`config.mk`:
```
export PLATFORM = sky130hd
export DESIGN_NAME = char_lcd_write_sequencer
export DESIGN_NICKNAME = d
export VERILOG_FILES = /design/src/design/cld_pkg.sv /design/src/design/char_lcd_write_sequencer.sv /design/src/design/cld_bcd_conv.sv
export SDC_FILE = /design/constraint.sdc
export NUM_CORES = 1
export LEC_CHECK = 0
export ABC_AREA = 1
export BUFFER_PORTS_ARGS = -buffer_cell sky130_fd_sc_hd__buf_2
export CAP_MARGIN = 20
export CORE_MARGIN = 1.5
export CORE_UTILIZATION = 49
export CTS_BUF_LIST = sky130_fd_sc_hd__clkbuf_4 sky130_fd_sc_hd__clkbuf_8
export CTS_CLUSTER_SIZE = 10
export DETAILED_ROUTE_END_ITERATION = 16
export PLACE_DENSITY = 0.68
export RECOVER_POWER = 50
export SLEW_MARGIN = 25
export SYNTH_ARGS = -nofsm -noshare
export SYNTH_HDL_FRONTEND = slang
export SYNTH_SLANG_ARGS = --single-unit
export TNS_END_PERCENT = 10
```
`constraint.sdc`:
```
create_clock -name clk -period 6.6 [get_ports clk]
set_clock_uncertainty 0.2 [all_clocks]
set_input_delay 0.33 -clock clk [delete_from_list [all_inputs] [get_ports clk]]
set_output_delay 0.33 -clock clk [all_outputs]
set_load 0.02 [all_outputs]
```
`src/design/cld_pkg.sv`:
```
// cld_pkg: shared types, constants and the microcode program of the character-LCD
// write sequencer. Used by char_lcd_write_sequencer, cld_bcd_conv and cld_port_checker.
package cld_pkg;

  // Defaults and fixed sizes
  localparam int LINE_LENGTH_DEF = 16;
  localparam int MAX_WRITES      = 12;
  localparam int GEN_W           = $clog2(MAX_WRITES + 1);
  localparam int NUM_W           = 32;
  localparam int BCD_DIGITS      = 10;
  localparam int BCD_W           = 4 * BCD_DIGITS;
  localparam int DIG_W           = $clog2(BCD_DIGITS + 1);
  localparam int PC_W            = 5;

  // Request codes
  localparam logic [2:0] ACT_INIT    = 3'd0;
  localparam logic [2:0] ACT_COMMAND = 3'd1;
  localparam logic [2:0] ACT_DATA    = 3'd2;
  localparam logic [2:0] ACT_GOTO    = 3'd3;
  localparam logic [2:0] ACT_GLYPH   = 3'd4;
  localparam logic [2:0] ACT_NUMBER  = 3'd5;

  // Bus bytes
  localparam logic [7:0] LCD_FUNC_SET = 8'b0011_1000;
  localparam logic [7:0] LCD_DISP_ON  = 8'b0000_1100;
  localparam logic [7:0] LCD_CLEAR    = 8'b0000_0001;
  localparam logic [7:0] CURSOR_HOME  = 8'h80;
  localparam logic [7:0] CURSOR_ROW1  = 8'hC0;
  localparam logic [3:0] ASCII_DIGIT  = 4'h3;

  typedef struct packed {
    logic [2:0]  action;
    logic [7:0]  byte_value;
    logic        row;
    logic [5:0]  column;
    logic [2:0]  glyph_slot;
    logic [63:0] glyph_rows;
    logic [31:0] number;
  } in_word_t;

  typedef struct packed {
    logic       is_data;
    logic [7:0] lcd_byte;
    logic       last;
  } out_word_t;

  typedef struct packed {
    logic busy;
    logic done;
  } conv_status_t;

  // Micro-operations
  typedef enum logic [2:0] {
    UOP_CMD,    // command write from src
    UOP_DATA,   // data write from src, count one character
    UOP_WRAP,   // cursor move if the character count hit a line boundary
    UOP_LOOP,   // next glyph row, jump to target until all eight are sent
    UOP_CONV,   // run binary-to-BCD conversion, wait for it
    UOP_DSKIP,  // drop leading zero digits; jump to target if value is zero
    UOP_DNEXT,  // next digit, jump to target while digits remain
    UOP_END     // request done, flag last write
  } uop_t;

  typedef enum logic [3:0] {
    SRC_NONE,
    SRC_FUNC_SET,
    SRC_DISP_ON,
    SRC_CLEAR,
    SRC_BVAL,
    SRC_GOTO,
    SRC_CGADDR,
    SRC_GROW,
    SRC_SLOT,
    SRC_DIGIT
  } src_t;

  typedef struct packed {
    uop_t            op;
    src_t            src;
    logic [PC_W-1:0] target;
  } ctrl_word_t;

  // Program entry points
  localparam logic [PC_W-1:0] PC_INIT      = 5'd0;
  localparam logic [PC_W-1:0] PC_IDLE      = 5'd3;
  localparam logic [PC_W-1:0] PC_COMMAND   = 5'd4;
  localparam logic [PC_W-1:0] PC_DATA      = 5'd6;
  localparam logic [PC_W-1:0] PC_GOTO      = 5'd9;
  localparam logic [PC_W-1:0] PC_GLYPH     = 5'd11;
  localparam logic [PC_W-1:0] PC_GLYPH_ROW = 5'd12;
  localparam logic [PC_W-1:0] PC_NUMBER    = 5'd19;
  localparam logic [PC_W-1:0] PC_DIGIT     = 5'd21;
  localparam logic [PC_W-1:0] PC_NUM_END   = 5'd24;

  function automatic ctrl_word_t ucode_rom(input logic [PC_W-1:0] pc);
    ctrl_word_t cw;
    cw = '{op: UOP_END, src: SRC_NONE, target: PC_IDLE};
    case (pc)
      // init
      5'd0:  cw = '{op: UOP_CMD,   src: SRC_FUNC_SET, target: PC_IDLE};
      5'd1:  cw = '{op: UOP_CMD,   src: SRC_DISP_ON,  target: PC_IDLE};
      5'd2:  cw = '{op: UOP_CMD,   src: SRC_CLEAR,    target: PC_IDLE};
      5'd3:  cw = '{op: UOP_END,   src: SRC_NONE,     target: PC_IDLE};
      // raw command
      5'd4:  cw = '{op: UOP_CMD,   src: SRC_BVAL,     target: PC_IDLE};
      5'd5:  cw = '{op: UOP_END,   src: SRC_NONE,     target: PC_IDLE};
      // character
      5'd6:  cw = '{op: UOP_DATA,  src: SRC_BVAL,     target: PC_IDLE};
      5'd7:  cw = '{op: UOP_WRAP,  src: SRC_NONE,     target: PC_IDLE};
      5'd8:  cw = '{op: UOP_END,   src: SRC_NONE,     target: PC_IDLE};
      // goto
      5'd9:  cw = '{op: UOP_CMD,   src: SRC_GOTO,     target: PC_IDLE};
      5'd10: cw = '{op: UOP_END,   src: SRC_NONE,     target: PC_IDLE};
      // glyph
      5'd11: cw = '{op: UOP_CMD,   src: SRC_CGADDR,   target: PC_IDLE};
      5'd12: cw = '{op: UOP_DATA,  src: SRC_GROW,     target: PC_IDLE};
      5'd13: cw = '{op: UOP_WRAP,  src: SRC_NONE,     target: PC_IDLE};
      5'd14: cw = '{op: UOP_LOOP,  src: SRC_NONE,     target: PC_GLYPH_ROW};
      5'd15: cw = '{op: UOP_CMD,   src: SRC_GOTO,     target: PC_IDLE};
      5'd16: cw = '{op: UOP_DATA,  src: SRC_SLOT,     target: PC_IDLE};
      5'd17: cw = '{op: UOP_WRAP,  src: SRC_NONE,     target: PC_IDLE};
      5'd18: cw = '{op: UOP_END,   src: SRC_NONE,     target: PC_IDLE};
      // decimal number
      5'd19: cw = '{op: UOP_CONV,  src: SRC_NONE,     target: PC_IDLE};
      5'd20: cw = '{op: UOP_DSKIP, src: SRC_NONE,     target: PC_NUM_END};
      5'd21: cw = '{op: UOP_DATA,  src: SRC_DIGIT,    target: PC_IDLE};
      5'd22: cw = '{op: UOP_WRAP,  src: SRC_NONE,     target: PC_IDLE};
      5'd23: cw = '{op: UOP_DNEXT, src: SRC_NONE,     target: PC_DIGIT};
      5'd24: cw = '{op: UOP_END,   src: SRC_NONE,     target: PC_IDLE};
      default: cw = '{op: UOP_END, src: SRC_NONE,     target: PC_IDLE};
    endcase
    return cw;
  endfunction

  function automatic logic [PC_W-1:0] entry_pc(input logic [2:0] action);
    logic [PC_W-1:0] pc;
    case (action)
      ACT_INIT:    pc = PC_INIT;
      ACT_COMMAND: pc = PC_COMMAND;
      ACT_DATA:    pc = PC_DATA;
      ACT_GOTO:    pc = PC_GOTO;
      ACT_GLYPH:   pc = PC_GLYPH;
      ACT_NUMBER:  pc = PC_NUMBER;
      default:     pc = PC_IDLE;
    endcase
    return pc;
  endfunction

endpackage

```
`src/design/char_lcd_write_sequencer.sv`:
```
// char_lcd_write_sequencer: top level, microcoded request sequencer for a character LCD.
// Depends on cld_pkg (types, microcode program) and cld_bcd_conv.
//
// Takes one request word at a time and turns it into a burst of LCD bus words
// (register select plus byte), the final word of each burst flagged with last.
// A microcode sequencer runs one program step per cycle while the output does not
// stall. A number first waits for the bit-serial BCD conversion, then drops the
// leading zero digits and prints the remaining ones. A new request is taken in
// the cycle after the previous one ends; the last word may still be waiting in
// the output register then. Requests 6 and 7 and the number zero give no bus
// words. Bursts are capped at 12 words; the character count still advances for
// writes past the cap.
module char_lcd_write_sequencer #(
  parameter int LINE_LENGTH = cld_pkg::LINE_LENGTH_DEF
) (
  input  logic                clk,
  input  logic                rst_n,
  input  logic                in_valid,
  output logic                in_stall,
  input  cld_pkg::in_word_t   in_word,
  output logic                out_valid,
  input  logic                out_stall,
  output cld_pkg::out_word_t  out_word
);

  // Counter compare points, 7 bits so that a double line length beyond the
  // 6-bit count range never matches.
  localparam logic [6:0] ROW1_AT = 7'(LINE_LENGTH);
  localparam logic [6:0] HOME_AT = 7'(2 * LINE_LENGTH);

  // Sequencer state
  logic                          busy_r;
  logic [cld_pkg::PC_W-1:0]      pc_r, pc_nxt;
  logic [5:0]                    char_cnt_r, char_cnt_nxt;
  logic [2:0]                    loop_r, loop_nxt;
  logic [cld_pkg::GEN_W-1:0]     gen_cnt_r;
  logic                          pend_valid_r;
  logic                          out_valid_r;

  // Payload
  cld_pkg::in_word_t             req_r;
  logic [63:0]                   glyph_r, glyph_nxt;
  logic [cld_pkg::BCD_W-1:0]     bcd_r, bcd_nxt;
  logic [cld_pkg::DIG_W-1:0]     dig_left_r, dig_left_nxt;
  cld_pkg::out_word_t            pend_r;
  cld_pkg::out_word_t            out_r;

  cld_pkg::ctrl_word_t           cw;
  cld_pkg::conv_status_t         conv_st;
  logic [cld_pkg::BCD_W-1:0]     conv_bcd;
  logic                          conv_start;

  logic [7:0] src_byte;
  logic       emit, emit_rs, finish;
  logic [7:0] emit_byte;
  logic       keep, need_slot, slot_ok, go, load_out, in_accept;
  logic [3:0] top_digit;

  assign in_stall  = busy_r;
  assign in_accept = in_valid && !busy_r;
  assign cw        = cld_pkg::ucode_rom(pc_r);
  assign top_digit = bcd_r[cld_pkg::BCD_W-1 -: 4];

  // Byte source select
  always_comb begin
    case (cw.src)
      cld_pkg::SRC_FUNC_SET: src_byte = cld_pkg::LCD_FUNC_SET;
      cld_pkg::SRC_DISP_ON:  src_byte = cld_pkg::LCD_DISP_ON;
      cld_pkg::SRC_CLEAR:    src_byte = cld_pkg::LCD_CLEAR;
      cld_pkg::SRC_BVAL:     src_byte = req_r.byte_value;
      cld_pkg::SRC_GOTO:     src_byte = {1'b1, req_r.row, req_r.column};
      cld_pkg::SRC_CGADDR:   src_byte = {2'b01, req_r.glyph_slot, 3'b000};
      cld_pkg::SRC_GROW:     src_byte = glyph_r[7:0];
      cld_pkg::SRC_SLOT:     src_byte = {5'b00000, req_r.glyph_slot};
      cld_pkg::SRC_DIGIT:    src_byte = {cld_pkg::ASCII_DIGIT, top_digit};
      default:               src_byte = 8'h00;
    endcase
  end

  // Step decode
  always_comb begin
    emit         = 1'b0;
    emit_rs      = 1'b0;
    emit_byte    = src_byte;
    finish       = 1'b0;
    conv_start   = 1'b0;
    pc_nxt       = pc_r + 1'b1;
    char_cnt_nxt = char_cnt_r;
    loop_nxt     = loop_r;
    glyph_nxt    = glyph_r;
    bcd_nxt      = bcd_r;
    dig_left_nxt = dig_left_r;
    case (cw.op)
      cld_pkg::UOP_CMD: begin
        emit = 1'b1;
      end
      cld_pkg::UOP_DATA: begin
        emit         = 1'b1;
        emit_rs      = 1'b1;
        char_cnt_nxt = char_cnt_r + 1'b1;
      end
      cld_pkg::UOP_WRAP: begin
        if ({1'b0, char_cnt_r} == ROW1_AT) begin
          emit      = 1'b1;
          emit_byte = cld_pkg::CURSOR_ROW1;
        end else if ({1'b0, char_cnt_r} == HOME_AT) begin
          emit         = 1'b1;
          emit_byte    = cld_pkg::CURSOR_HOME;
          char_cnt_nxt = '0;
        end
      end
      cld_pkg::UOP_LOOP: begin
        if (loop_r != 3'd7) begin
          loop_nxt  = loop_r + 1'b1;
          glyph_nxt = glyph_r >> 8;
          pc_nxt    = cw.target;
        end
      end
      cld_pkg::UOP_CONV: begin
        conv_start = busy_r && !conv_st.busy && !conv_st.done;
        if (conv_st.done) begin
          bcd_nxt      = conv_bcd;
          dig_left_nxt = cld_pkg::DIG_W'(cld_pkg::BCD_DIGITS);
        end else begin
          pc_nxt = pc_r;
        end
      end
      cld_pkg::UOP_DSKIP: begin
        if (bcd_r == '0) begin
          pc_nxt = cw.target;
        end else if (top_digit == 4'd0) begin
          bcd_nxt      = bcd_r << 4;
          dig_left_nxt = dig_left_r - 1'b1;
          pc_nxt       = pc_r;
        end
      end
      cld_pkg::UOP_DNEXT: begin
        bcd_nxt      = bcd_r << 4;
        dig_left_nxt = dig_left_r - 1'b1;
        if (dig_left_r != cld_pkg::DIG_W'(1)) begin
          pc_nxt = cw.target;
        end
      end
      cld_pkg::UOP_END: begin
        finish = 1'b1;
      end
      default: begin
        finish = 1'b1;
      end
    endcase
  end

  // One word is held back in pend so that the final one can be flagged last.
  assign keep      = emit && (gen_cnt_r < cld_pkg::GEN_W'(cld_pkg::MAX_WRITES));
  assign slot_ok   = !out_valid_r || !out_stall;
  assign need_slot = pend_valid_r && (keep || finish);
  assign go        = busy_r && (!need_slot || slot_ok);
  assign load_out  = go && need_slot;

  always_ff @(posedge clk) begin
    if (!rst_n) begin
      busy_r       <= 1'b0;
      pc_r         <= cld_pkg::PC_IDLE;
      char_cnt_r   <= '0;
      loop_r       <= '0;
      gen_cnt_r    <= '0;
      pend_valid_r <= 1'b0;
      out_valid_r  <= 1'b0;
    end else begin
      if (load_out) begin
        out_valid_r <= 1'b1;
      end else if (!out_stall) begin
        out_valid_r <= 1'b0;
      end
      if (in_accept) begin
        busy_r       <= 1'b1;
        pc_r         <= cld_pkg::entry_pc(in_word.action);
        loop_r       <= '0;
        gen_cnt_r    <= '0;
        pend_valid_r <= 1'b0;
      end else if (go) begin
        pc_r       <= pc_nxt;
        char_cnt_r <= char_cnt_nxt;
        loop_r     <= loop_nxt;
        if (keep) begin
          pend_valid_r <= 1'b1;
          gen_cnt_r    <= gen_cnt_r + 1'b1;
        end
        if (finish) begin
          busy_r       <= 1'b0;
          pend_valid_r <= 1'b0;
        end
      end
    end
  end

  always_ff @(posedge clk) begin
    if (in_accept) begin
      req_r   <= in_word;
      glyph_r <= in_word.glyph_rows;
    end else if (go) begin
      glyph_r    <= glyph_nxt;
      bcd_r      <= bcd_nxt;
      dig_left_r <= dig_left_nxt;
      if (keep) begin
        pend_r.is_data  <= emit_rs;
        pend_r.lcd_byte <= emit_byte;
        pend_r.last     <= 1'b0;
      end
    end
    if (load_out) begin
      out_r.is_data  <= pend_r.is_data;
      out_r.lcd_byte <= pend_r.lcd_byte;
      out_r.last     <= finish;
    end
  end

  cld_bcd_conv u_bcd (
    .clk    (clk),
    .rst_n  (rst_n),
    .start  (conv_start),
    .value  (req_r.number),
    .status (conv_st),
    .bcd    (conv_bcd)
  );

  assign out_valid = out_valid_r;
  assign out_word  = out_r;

endmodule

```
`src/design/cld_bcd_conv.sv`:
```
// cld_bcd_conv: bit-serial binary to BCD converter (shift and add-3), one bit per cycle.
// Depends on cld_pkg.
module cld_bcd_conv (
  input  logic                     clk,
  input  logic                     rst_n,
  input  logic                     start,
  input  logic [cld_pkg::NUM_W-1:0] value,
  output cld_pkg::conv_status_t    status,
  output logic [cld_pkg::BCD_W-1:0] bcd
);

  localparam int CNT_W = $clog2(cld_pkg::NUM_W);
  localparam logic [CNT_W-1:0] CNT_LAST = CNT_W'(cld_pkg::NUM_W - 1);

  logic                       busy_r;
  logic                       done_r;
  logic [CNT_W-1:0]           cnt_r;
  logic [cld_pkg::NUM_W-1:0]  bin_r;
  logic [cld_pkg::BCD_W-1:0]  bcd_r;
  logic [cld_pkg::BCD_W-1:0]  adj;

  // add 3 to every digit of 5 or more before the shift
  always_comb begin
    for (int d = 0; d < cld_pkg::BCD_DIGITS; d++) begin
      if (bcd_r[4*d +: 4] >= 4'd5) begin
        adj[4*d +: 4] = bcd_r[4*d +: 4] + 4'd3;
      end else begin
        adj[4*d +: 4] = bcd_r[4*d +: 4];
      end
    end
  end

  always_ff @(posedge clk) begin
    if (!rst_n) begin
      busy_r <= 1'b0;
      done_r <= 1'b0;
      cnt_r  <= '0;
    end else begin
      done_r <= 1'b0;
      if (start) begin
        busy_r <= 1'b1;
        cnt_r  <= '0;
      end else if (busy_r) begin
        cnt_r <= cnt_r + 1'b1;
        if (cnt_r == CNT_LAST) begin
          busy_r <= 1'b0;
          done_r <= 1'b1;
        end
      end
    end
  end

  always_ff @(posedge clk) begin
    if (start) begin
      bin_r <= value;
      bcd_r <= '0;
    end else if (busy_r) begin
      bcd_r <= {adj[cld_pkg::BCD_W-2:0], bin_r[cld_pkg::NUM_W-1]};
      bin_r <= {bin_r[cld_pkg::NUM_W-2:0], 1'b0};
    end
  end

  assign status.busy = busy_r;
  assign status.done = done_r;
  assign bcd         = bcd_r;

endmodule

```
==> results of run 1 <==
state kept, by name, indices dropped and copies added (netlist names), 3 cells and up:
signal	cells
u_bcd.bcd	40
char_cnt_r	6
dig_left_r	4
u_bcd.bin_r	32
bcd_r	40
cw	12
glyph_r	64
pc_r	5
pend_r	9
loop_r	3
gen_cnt_r	4
u_bcd.cnt_r	5
req_r	50
out_word	10
metrics by stage:
stage	setup WS, ns	hold slack (ns)
2_1_floorplan	1.45	0.200
3_3_place_gp	3.22	0.201
3_5_place_dp	3.19	0.205
4_1_cts	3.23	0.0241
5_1_grt	1.58	0.102
6_report	1.92	0.0739
cells by family after synthesis:
kind of cell,share of synthesized area
xor gates and xnor gates,0.0114
and+or+nand+nor,0.212
DFF,0.601
AOI/OAI and AO/OA,0.0846
adders and majority gates,0.0344
buffers and inverters,0.0562
cell usage in the layout, fill, tap and decap left out, types with 13 or more instances in the layout:
| master | count |
|---|---|
| clkbuf_1 | 23 |
| nand2_2 | 13 |
| or2_2 | 20 |
| ha_1 | 36 |
| dlygate4sd3_1 | 116 |
| nand3_1 | 60 |
| nand2_1 | 438 |
| o21ai_0 | 79 |
| nor2_1 | 84 |
| edfxtp_1 | 209 |
| xor2_1 | 16 |
| clkbuf_8 | 53 |
| inv_1 | 142 |
| dfxtp_1 | 80 |
| buf_2 | 111 |
| a21oi_1 | 55 |
| clkbuf_4 | 21 |
synth_stat cells, types with 6 or more instances:
cell / count
nand2_1: 437
a31oi_1: 12
a21oi_1: 55
edfxtp_1: 209
dfxtp_1: 80
nor3_1: 8
nand2_2: 13
clkbuf_1: 36
a32oi_1: 10
o21ai_0: 79
inv_2: 9
nand3_1: 60
nor2_1: 84
ha_1: 36
o21a_1: 6
inv_1: 139
xor2_1: 16
o22ai_1: 8
or2_2: 20
how the worst max path moves through the flow:
stage	from	endpoint	depth (start not counted)
global route	u_bcd.busy_r	u_bcd.bcd[38]	7
detailed placement	in_valid	cw[10]	19
CTS	in_stall	cw[10]	17
global placement	in_valid	cw[10]	19
floorplan	char_cnt_r[0]	bcd_r[0]	11
finish	u_bcd.busy_r	u_bcd.bin_r[13]	6
routing by layer:
layer,share of wire,global-route usage
met2,0.47,0.350
met1,0.44,0.262
met4,0.038,0.0957
met5,0,0
met3,0.060,0.0435
worst reg2reg max path: stages, from the launching register on:
cell and delay, ns:
dfxtp_1 0.31, clkbuf_1 0.98, nor3_4 0.45, clkbuf_1 1.53, inv_2 0.08, nand2_1 0.26
buf_4 0.49
final cells by class:
class                           instances  area share
Sequential cell                       289       0.485
Multi-Input combinational cell        900       0.277
Clock inverter                         14     0.00748
Timing Repair Buffer                  257       0.114
Inverter                              151      0.0351
Clock buffer                           74      0.0547
Antenna cell                            2    0.000308
Tap cell                              335      0.0258
power by group through the flow:
stage,clock network (mW),logic (mW),registers [mW]
floorplan,0,1.23,2.60
global placement,0,1.53,2.63
detailed placement,0,1.57,2.64
CTS,1.68,1.63,2.61
global route,1.76,1.89,2.65
finish,1.64,1.65,2.61
==> impl_metrics.csv, run 1 <==
group,metric,value,unit
status,status,"complete, but fails checks",
status,violations,"max-capacitance violations, max-slew violations",
setup_path,rrSetupSlack,1.92,ns
floorplan,core_area,26100,µm²
finish,drive_gt1_frac,0.152,
setup_path,crit_required,6.60,ns
synthesis,avgSynthCellArea,9.48,µm²
placed_design,port_buffers,132,
worst_hold_path,hold-path-endpoint,"in_stall",
worst_hold_path,holdCritPathClass,"input pin to flop",
clock_tree,hold_buffers,116,
grt,grt_antenna_before_repair,2,
grt,grt_max_degree,83,
grt,grt.total_usage,0.209,
finish,final_nets,1805,
routing,ant_nets,0,
finish,design_area,16200,µm²
run,cap_violations,5,
pwr,pwr_density_cell,363,nW/µm²
setup_path,reg2reg_from,"u_bcd.busy_r",
clock_tree,cts_root_buffer,"clkbuf_8",
setup_path,rr_worst_depth,6,
clock_tree,clkSinkCount,289,
pwr,vdd_drop_max,0.199,mV
finish,seq_area,7880,µm²
timing,hold_viol_final,0,
placed_design,dp.cells,1816,
floorplan,die_height,167,µm
timing,period_needed,4.68,ns
floorplan,rows,59,
setup_path,end_kind,"flop",
placed_design,placed_area,14100,µm²
grt,grt_overflow,0,
pwr,finalPower,5.90,mW
floorplan,die_area,27700,µm²
synthesis,yosysUniqueCellTypes,49,
timing,max_freq,214,MHz
setup_path,start_kind,"flop",
synthesis,synth_area_leaders,"edfxtp_1 48%, nand2_1 13%, dfxtp_1 12%",
pwr,switchingPower,1.95,mW
setup_path,cp_slowest_cell,"clkbuf_1",
grt,first_global_vias,9943,
setup_path,arrival,4.68,ns
finish,final_cell_count_no_fill,2022,
timing,rsz0062_at_grt,"false",
timing,tightest_slew,2.68,ns
synthesis,async_reset_ff_frac,0,
pwr,internal_power,3.95,mW
clock_tree,cts_setup_buffers,0,
setup_path,path_buf_inv,4,
floorplan,ios,133,
clock_tree,post_cts_resized,0,
routing,viasPerCell,5.04,
timing,maxSlewViolCount,303,
synthesis,synth_edf_count,209,
synthesis,ys_warn_count,0,
pwr,total_leakage_power,6.91,nW
clock_tree,path_clk_slew,0.06,ns
synthesis,yosys.area.top_type,"edfxtp_1",
pwr,p_sw_frac,0.331,
routing,drc,0,
grt,grt_pass1_wl,47100,µm
finish,syn_to_final_growth,23.9,%
setup_path,cp_slowest_stage_delay,1.53,ns
finish,nFillCells,2157,
pwr,pwr-share-comb,0.279,
timing,fin_crit_sh,0.709,
synthesis,synthCells,1382,
synthesis,yosysSeqAreaShare,0.601,
clock_tree,tritoncts,"done",
clock_tree,clockBufferDepth,3,
pwr,seqPwrFrac,0.443,
synthesis,syn_nets,1539,
routing,routed_wl,28900,µm
worst_hold_path,hold_start,"in_valid",
worst_hold_path,whs_path_depth,5,
synthesis,ys_ff_latch,289,
routing,drt-initial-drc-count,711,
routing,num_vias,10200,
routing,wl_per_cell,14.3,µm
timing,finalSetupViolCount,0,
setup_path,crit_family,"buffers and inverters",
floorplan,initial_core_util,0.501,
setup_path,path_class,"flop to flop",
setup_path,cp_max_fo,62,
timing,finalSetupTns,0,ns
placed_design,dpl.hpwl,16900,µm
synthesis,yosysTopAreaCellShare,0.479,
timing,slew_headroom,-0.785,
finish,multi_input_area,4500,µm²
setup_path,reg2reg_to,"u_bcd.bin_r[13]",
finish,utilization,0.621,
setup_path,crit_chain,"clkbuf_1, nor3_4, clkbuf_1, inv_2, nand2_1, buf_4",
placed_design,gp_congestion,0.867,
synthesis,synthesis.area,13100,µm²
synthesis,synth_top_flop_cell,"edfxtp_1",
clock_tree,htreeDepth,2,
routing,first_pass_iters,7,
clock_tree,numCtsBuffers,49,
setup_path,path_common_cell,"clkbuf_1",
floorplan,die_w,167,µm
clock_tree,clk_latency,0.58,ns
pwr,pwr-share-clk,0.278,
Note: power is estimated with default switching activity, not from simulation.
==> run 2, diff against run 1 <==
Settings changed: ABC_AREA 1 to 0, PLACE_DENSITY 0.68 to 0.71.
Clock period 6.6 ns to 4.3 ns, I/O delays scaled along.
==> run 2 against run 1 <==
Compared with the run above:
- the run still ends with max-capacitance violations, max-slew violations left
- global-route usage is 0.98 points lower
- final cell count is 11% lower
- fmax is 24% higher
- sequential share of layout area is 0.62 points higher
==> impl_metrics.csv, run 2 <==
group,metric,value,unit
grt,grt_pass1_wl,43100,µm
routing,drt-initial-drc-count,639,
finish,design_area,16000,µm²
routing,num_vias,9150,
synthesis,synth_edf_count,209,
routing,first_pass_iters,5,
routing,drc,0,
clock_tree,htreeDepth,2,
synthesis,synth_area_leaders,"edfxtp_1 49%, dfxtp_1 12%, nand2_1 9.9%",
timing,hold_viol_final,0,
synthesis,synthCells,1168,
clock_tree,cts_root_buffer,"clkbuf_8",
floorplan,die_height,165,µm
synthesis,yosysMostFrequentCell,"nand2_1",
clock_tree,tritoncts,"done",
synthesis,synth_common_cells,"338 x nand2_1, 209 x edfxtp_1, 80 x dfxtp_1, 67 x o21ai_0, 62 x nor2_1",
synthesis,synthesis.area,12900,µm²
placed_design,gp_congestion,0.823,
setup_path,start_kind,"flop",
grt,grt_util_met1,0.247,
grt,grt.total_usage,0.199,
grt,grt_antenna_before_repair,0,
setup_path,path_class,"flop to flop",
synthesis,avgSynthCellArea,11.0,µm²
routing,routed_wl,27300,µm
synthesis,syn_nets,1325,
pwr,pwr-share-clk,0.289,
grt,grt_max_degree,83,
routing,viasPerCell,5.08,
pwr,total_leakage_power,6.38,nW
setup_path,reg2reg_from,"u_bcd.busy_r",
grt,met2_usage,0.351,
run,cap_violations,1,
floorplan,rows,59,
grt,grt_util_met3,0.0352,
timing,finalSetupTns,0,ns
synthesis,yosysUniqueCellTypes,72,
synthesis,async_reset_ff_frac,0,
setup_path,startpoint,"u_bcd.busy_r",
placed_design,port_buffers,132,
setup_path,crit_required,4.41,ns
routing,ant_nets,0,
finish,top_regs,"glyph_r: 64 flops, req_r: 50 flops",
floorplan,die_w,165,µm
timing,rsz0062_at_grt,"false",
placed_design,placed_area,13900,µm²
finish,layout_common_cells,"337 x nand2_1, 209 x edfxtp_1, 120 x dlygate4sd3_1, 113 x buf_2, 80 x dfxtp_1",
pwr,switchingPower,2.70,mW
finish,regMostFlops,"glyph_r",
finish,syn_to_final_growth,24.5,%
timing,max_freq,265,MHz
clock_tree,path_clk_slew,0.06,ns
synthesis,ys_ff_latch,289,
pwr,finalPower,8.60,mW
timing,maxSlewViolCount,50,
floorplan,die_area,27300,µm²
status,status,"complete, but fails checks",
synthesis,yosysTopAreaCellShare,0.488,
finish,drive_gt1_frac,0.183,
clock_tree,numCtsBuffers,45,
grt,grt-busiest-layer,"met2",
worst_hold_path,hold_start,"in_word[114]",
finish,insertedDiodeCount,0,
finish,nFillCells,2020,
synthesis,ys_warn_count,0,
clock_tree,clockBufferDepth,3,
finish,final_common_cell,"nand2_1",
timing,period_needed,3.77,ns
timing,fin_crit_sh,0.877,
finish,final_nets,1586,
pwr,pwr-share-comb,0.250,
setup_path,arrival,3.88,ns
grt,grt_overflow,0,
pwr,seqPwrFrac,0.461,
worst_hold_path,holdCritPathClass,"input pin to flop",
floorplan,ios,133,
routing,wl_per_cell,15.2,µm
floorplan,core_area,25900,µm²
status,violations,"max-capacitance violations, max-slew violations",
placed_design,dpl.hpwl,15700,µm
clock_tree,clk_latency,0.56,ns
synthesis,synth_top_flop_cell,"edfxtp_1",
synthesis,yosysSeqAreaShare,0.612,
setup_path,end_kind,"flop",
finish,largest_reg_flops,64,
synthesis,yosys.area.top_type,"edfxtp_1",
pwr,vdd_drop_max,0.344,mV
placed_design,pre_cts_slack,0.624,ns
timing,slew_headroom,-0.511,
pwr,pwr_density_cell,537,nW/µm²
grt,first_global_vias,8866,
timing,tightest_slew,2.27,ns
timing,setup_ws,0.527,ns
floorplan,initial_core_util,0.497,
pwr,p_sw_frac,0.313,
clock_tree,post_cts_resized,0,
timing,worst_hold_slack,0.0572,ns
setup_path,cp_max_fo,49,
timing,finalSetupViolCount,0,
clock_tree,clkSinkCount,289,
pwr,internal_power,5.91,mW
[run 2: cell type report]
| class | instances | area [µm²] | share of cell area |
|---|---|---|---|
| inverters | 40 | 153 | 0.00953 |
| flip-flops and latches | 289 | 7880 | 0.492 |
| clock buffers | 71 | 865 | 0.0540 |
| well taps | 335 | 419 | 0.0262 |
| repair buffers | 264 | 1930 | 0.121 |
| clock inverters | 13 | 128 | 0.00796 |
| multi-input cells | 789 | 4650 | 0.290 |
[run 2: cell families after synthesis]
logic type                 after synthesis  share of synthesized area
AOI/OAI and AO/OA                      168                     0.0869
xor gates and xnor gates                38                     0.0259
muxes                                   50                     0.0460
adders and majority gates               36                     0.0350
buffers and inverters                   90                     0.0280
and+or+nand+nor                        497                      0.166
DFF                                    289                      0.612
[run 2: what timing repair did]
item,CTS,global route
setup buffers,0,0
endpoints found under the hold margin,124,0
setup endpoints to repair,0,0
hold buffers,120,0
[run 2: layer usage]
metal,wire length (µm),up-vias,share of wire
met5,0,-,0
met4,631,0,0.023
met3,1120,54,0.041
met2,14000,218,0.51
met1,11600,4287,0.43
li1,-,4591,-
[run 2: power by group through the flow]
stage	registers, mW	logic (mW)	clock network (mW)
after global placement	3.99	2.05	0
after global routing	4.02	2.42	2.65
after CTS	3.95	2.18	2.53
after floorplan	3.87	1.68	0
after detailed placement	4.01	2.09	0
final	3.96	2.15	2.49
[run 2: worst max-delay path: stages, from the launching register on]
cell and delay (ns):
dfxtp_1 0.34, clkbuf_1 1.61, nand4b_1 0.26, clkbuf_2 0.68, mux2_2 0.42
[run 2: metrics by stage]
| stage | instances | util |
|---|---|---|
| 6_report | 1801 | 0.618 |
| 4_1_cts | 1801 | 0.621 |
| 5_1_grt | 1801 | 0.618 |
| 3_5_place_dp | 1597 | 0.536 |
| 2_1_floorplan | 1168 | - |
| 3_3_place_gp | 1597 | 0.536 |
[run 2: worst paths after layout]
check / to / cells after the start / slack (ns)
worst min register to register: out_word[8] / 0 / 0.22
worst max-delay path: u_bcd.bin_r[21] / 4 / 0.53
worst max register to register: u_bcd.bin_r[21] / 4 / 0.53
worst min-delay path: pc_r[1] / 4 / 0.06
